File: src/rtl/adaptive_range_encoder_defines.svh
// ----------------------------------------------------------------------------
// Adaptive range encoder assertion macros
// Shared concurrent assertion forms, sampled on clk, off during reset.
// ----------------------------------------------------------------------------
`ifndef ADAPTIVE_RANGE_ENCODER_DEFINES_SVH
`define ADAPTIVE_RANGE_ENCODER_DEFINES_SVH

// same-cycle implication
`define ARE_AST_SAME(lbl, pre, post) \
	lbl: assert property (@(posedge clk) disable iff (!arst_n) (pre) |-> (post)) \
		else $error("assertion failed");

// next-cycle implication
`define ARE_AST_NEXT(lbl, pre, post) \
	lbl: assert property (@(posedge clk) disable iff (!arst_n) (pre) |=> (post)) \
		else $error("assertion failed");

`endif

File: src/rtl/are_pkg.sv
// ----------------------------------------------------------------------------
// are_pkg
// Types, codes and constants shared by the adaptive range encoder modules.
// ----------------------------------------------------------------------------
package are_pkg;

	localparam int NUM_SYMBOLS_DEF = 256;
	localparam int FLUSH_BYTES     = 8;
	localparam logic [31:0] RANGE_TOP = 32'h0100_0000;

	localparam logic [7:0]  COUNT_STEP_RST  = 8'd4;
	localparam logic [15:0] TOTAL_LIMIT_RST = 16'd65520;

	localparam int CFG_IDX_W = 1;
	localparam logic [CFG_IDX_W-1:0] CFG_COUNT_STEP  = 1'd0;
	localparam logic [CFG_IDX_W-1:0] CFG_TOTAL_LIMIT = 1'd1;

	typedef struct packed {
		logic       fin;
		logic [7:0] sym;
	} item_t;

	typedef struct packed {
		logic [7:0]  sym;
		logic [15:0] cnt;
	} entry_t;

	typedef struct packed {
		logic        start;
		logic [31:0] dividend;
		logic [16:0] divisor;
	} div_req_t;

	typedef enum logic [3:0] {
		ST_IDLE,
		ST_WALK,
		ST_DIV,
		ST_MULC,
		ST_MULF,
		ST_RENORM,
		ST_UPD,
		ST_HALVE,
		ST_SWAP_RD,
		ST_SWAP_CMP,
		ST_SWAP_WR,
		ST_FLUSH
	} core_state_t;

endpackage

File: src/rtl/are_front.sv
// ----------------------------------------------------------------------------
// are_front
// Input side: accepts items, tags finish items, two-entry queue to the core.
// ----------------------------------------------------------------------------
module are_front (
	input  logic          clk,
	input  logic          arst_n,
	input  logic          in_valid,
	output logic          in_stall,
	input  logic          func,
	input  logic [7:0]    symbol,
	output are_pkg::item_t q_item,
	output logic          q_valid,
	input  logic          q_pop
);

	are_pkg::item_t buf_q [2];
	logic [1:0] cnt_q;
	logic       wp_q;
	logic       rp_q;
	logic       push;
	logic       pop;

	assign in_stall = (cnt_q == 2'd2);
	assign push     = in_valid && !in_stall;
	assign pop      = q_pop && q_valid;
	assign q_valid  = (cnt_q != 2'd0);
	assign q_item   = buf_q[rp_q];

	always_ff @(posedge clk) begin
		if (push) begin
			buf_q[wp_q].fin <= func;
			buf_q[wp_q].sym <= symbol;
		end
	end

	always_ff @(posedge clk or negedge arst_n) begin
		if (!arst_n) begin
			cnt_q <= 2'd0;
			wp_q  <= 1'b0;
			rp_q  <= 1'b0;
		end else begin
			if (push)
				wp_q <= ~wp_q;
			if (pop)
				rp_q <= ~rp_q;
			case ({push, pop})
				2'b10:   cnt_q <= cnt_q + 2'd1;
				2'b01:   cnt_q <= cnt_q - 2'd1;
				default: cnt_q <= cnt_q;
			endcase
		end
	end

endmodule

File: config.mk
export PLATFORM = sky130hd
export DESIGN_NAME = are_front
export DESIGN_NICKNAME = d
export VERILOG_FILES = /design/src/rtl/adaptive_range_encoder_defines.svh /design/src/rtl/are_pkg.sv /design/src/rtl/are_front.sv
export SDC_FILE = /design/constraint.sdc
export NUM_CORES = 1
export LEC_CHECK = 0
export BUFFER_PORTS_ARGS = -buffer_cell sky130_fd_sc_hd__buf_4
export CORE_UTILIZATION = 50
export CTS_BUF_LIST = sky130_fd_sc_hd__clkbuf_4
export CTS_CLUSTER_SIZE = 24
export DETAILED_ROUTE_END_ITERATION = 7
export PLACE_DENSITY = 0.81
export SKIP_CTS_REPAIR_TIMING = 1
export SYNTH_ARGS = -nofsm -noshare
export SYNTH_HDL_FRONTEND = slang
export SYNTH_SLANG_ARGS = --single-unit
File: constraint.sdc
create_clock -name clk -period 3.36 [get_ports clk]
set_input_delay 0.504 -clock clk [delete_from_list [all_inputs] [get_ports clk]]
set_output_delay 0.504 -clock clk [all_outputs]
set_load 0.02 [all_outputs]
==> summary.md <==
| Metric | Value |
|---|---|
| Row Count | `14` |
| Critical path arrival | `1.48 ns` |
| Multi-input logic area | `196 µm²` |
| Seq pwr share | `47.0%` |
| Pwr dens | `858 nW/µm²` |
| Initial antenna violation count | `0` |
| CTS tree | `built` |
| Die area | `1860 µm²` |
| Synthesis Warnings | `0` |
| GRT Total Usage | `15.2%` |
| Startpoint types | `flop` |
| Total of max-cap violations | `0` |
| NumNets Final | `88` |
| Post-DP HPWL | `908 µm` |
| Num ports | `24` |
| Overall power | `0.000921 W` |
| Final setup vio count | `0` |
| Switching power total | `0.000304 W` |
| CTS Root Cell | `clkbuf_4` |
| Setup Crit Path Kind | `flop to output port` |
| Final Util | `69.6%` |
| Total negative slack | `0 ns` |
| H-tree levels | `1` |
| IO Port Bufs | `23` |
| RSZ-0062 raised after global routing | `no` |
| Number of diodes | `0` |
| Detailed Route Iter0 Violations | `16` |
| Fmax | `504 MHz` |
| Clock power share | `13.6%` |
| Initial Util | `54.9%` |
| Peak VDD IR | `0.457 mV` |
| GRT overflow | `0` |
| Sink Count | `22` |
| Fin crit period | `1.98 ns` |
| Final worst setup slack | `1.38 ns` |
| Crit-path max FO | `10` |
| DR vias/cell | `5.30` |
| Post-route DRC | `0` |
| Fin crit share | `59.1%` |
| Latest clock arrival within the worst-skew pair | `0.29 ns` |
| Sequential fraction of the synthesis area | `75.7%` |
| DR pass1 iterations | `4` |
| Clock Path Buffers | `2` |
| Slew headroom | `49.0%` |
| Cell Area, Synth | `846 µm²` |
| Final instance area | `1070 µm²` |
| Req. time, crit path | `2.86 ns` |
| WL/cell | `14.3 µm` |
| Post-synth net total | `60` |
| Syn avg cell area | `18.4 µm²` |
| Vias | `472` |
| Die height | `43.1 µm` |
| Status | `finished, final reports clean` |
| Seq cells post-synth | `22` |
| Tightest Pin Transition | `0.762 ns` |
| Leakage | `0.435 nW` |
| Pins Over Slew Limit | `0` |
| Synthesized netlist cell count | `46` |
| Pint | `0.000618 W` |
| Storage element area | `641 µm²` |
| Die Width | `43.1 µm` |
| Power share of the combinational group | `39.4%` |
| Worst setup EP type | `output port` |
| P&R area growth vs syn | `26.9%` |
| Placed Area | `1030 µm²` |
| Hold crit path type | `primary input to flop` |
| Routed Antenna Nets | `0` |
| Core ar. | `1540 µm²` |
| Gpl congestion | `0.713` |
| Drt total wl | `1280 µm` |
| Final Skew | `0.00137 ns` |
| Switch share | `32.9%` |
| DP Worst Slack | `1.71 ns` |
| Fraction of layout cells with a size suffix above 1 | `50.7%` |
| Cell variety after synth | `14` |
| TritonCTS Buffers | `3` |
| Clock slew at reported path FFs | `0.11 ns` |
| Pin count of the biggest net entering global routing | `13` |
| Fillers | `120` |
| Vias in the first global route | `452` |
| Hold Vio Cnt, Final | `0` |
| First-pass GRT wire length | `1970 µm` |
layer usage:
layer | wire, µm | GRT usage [%] | up-vias
met1 | 536 | 18.5 | 234
met3 | 62 | 3.40 | 2
met2 | 664 | 24.5 | 12
li1 | - | - | 224
met5 | 0 | 0 | -
met4 | 11 | 9.09 | 0
sequential cells by signal, indices dropped and copies added, names as in the netlist:
| register | cells |
|---|---|
| wp_q | 1 |
| cnt_q | 2 |
| buf_q | 18 |
| rp_q | 1 |
critical path, cell delays in order, from the launching register on:
cell and delay, ns:
dfrtp_1 0.64, mux2_2 0.39, buf_4 0.16
per-stage QoR:
| step | hold WS (ns) | cells |
|---|---|---|
| 6_report | 0.385 | 89 |
| 5_1_grt | 0.369 | 89 |
| 4_1_cts | -0.0271 | 88 |
| 3_5_place_dp | 0.302 | 84 |
| 3_3_place_gp | 0.302 | 84 |
| 2_1_floorplan | 0.208 | 46 |
path summary, 6_finish.rpt:
path | startpoint | to | slack, ns | cells after the start
setup / recovery | rp_q | q_item[8] | 1.38 | 2
hold / removal | symbol[6] | buf_q[0][6] | 0.39 | 1
setup reg to reg | cnt_q[0] | buf_q[0][7] | 1.71 | 3
hold reg to reg | wp_q | wp_q | 0.50 | 1
max in group asynchronous | arst_n | cnt_q[0] | 2.73 | 2
min in group asynchronous | arst_n | rp_q | 0.53 | 2
placed cells by master, fill, tap and decap left out:
cell type / n
ha_1: 1
edfxtp_1: 18
nor2_1: 2
or2_1: 1
dfrtp_1: 4
nand2b_1: 1
mux2_2: 9
inv_1: 1
buf_4: 23
dlygate4sd3_1: 1
xnor2_1: 3
nand2_1: 1
xor2_1: 2
clkbuf_4: 4
and3_1: 1
and2_4: 1
synth_stat cells (all sizes together):
| library cell | n | area [µm²] |
|---|---|---|
| inv | 1 | 3.75 |
| and2 | 1 | 8.76 |
| xnor2 | 3 | 26.3 |
| mux2 | 9 | 101 |
| or2 | 1 | 6.26 |
| xor2 | 2 | 17.5 |
| edfxtp | 18 | 541 |
| nor2 | 2 | 7.51 |
| buf | 1 | 5.00 |
| and3 | 1 | 6.26 |
| dfrtp | 4 | 100 |
| nand2 | 1 | 3.75 |
| nand2b | 1 | 6.26 |
| ha | 1 | 12.5 |
cells by family (layout without fill, tap and decap cells):
logic type,after synthesis,count (layout),share of synthesized area (%)
simple gates,7,7,4.59
xor+xnor,5,5,5.18
fa+ha+maj,1,1,1.48
buf+inv,2,29,1.03
flops,22,22,75.7
mux,9,9,12.0
power groups by stage:
stage	registers [W]	logic [W]	clock network, W
global placement	0.000435	0.000361	0
detailed placement	0.000440	0.000365	0
floorplan	0.000408	0.000264	0
CTS	0.000434	0.000366	0.000128
finish	0.000434	0.000363	0.000125
global route	0.000443	0.000389	0.000138
final cells by class:
type / count / area share [%]
Clock buffer: 4 / 2.80
Tap cell: 16 / 1.86
Timing Repair Buffer: 24 / 17.0
Multi-Input combinational cell: 22 / 18.3
Inverter: 1 / 0.350
Sequential cell: 22 / 59.7
No activity file was read; power rests on OpenSTA's default activity.
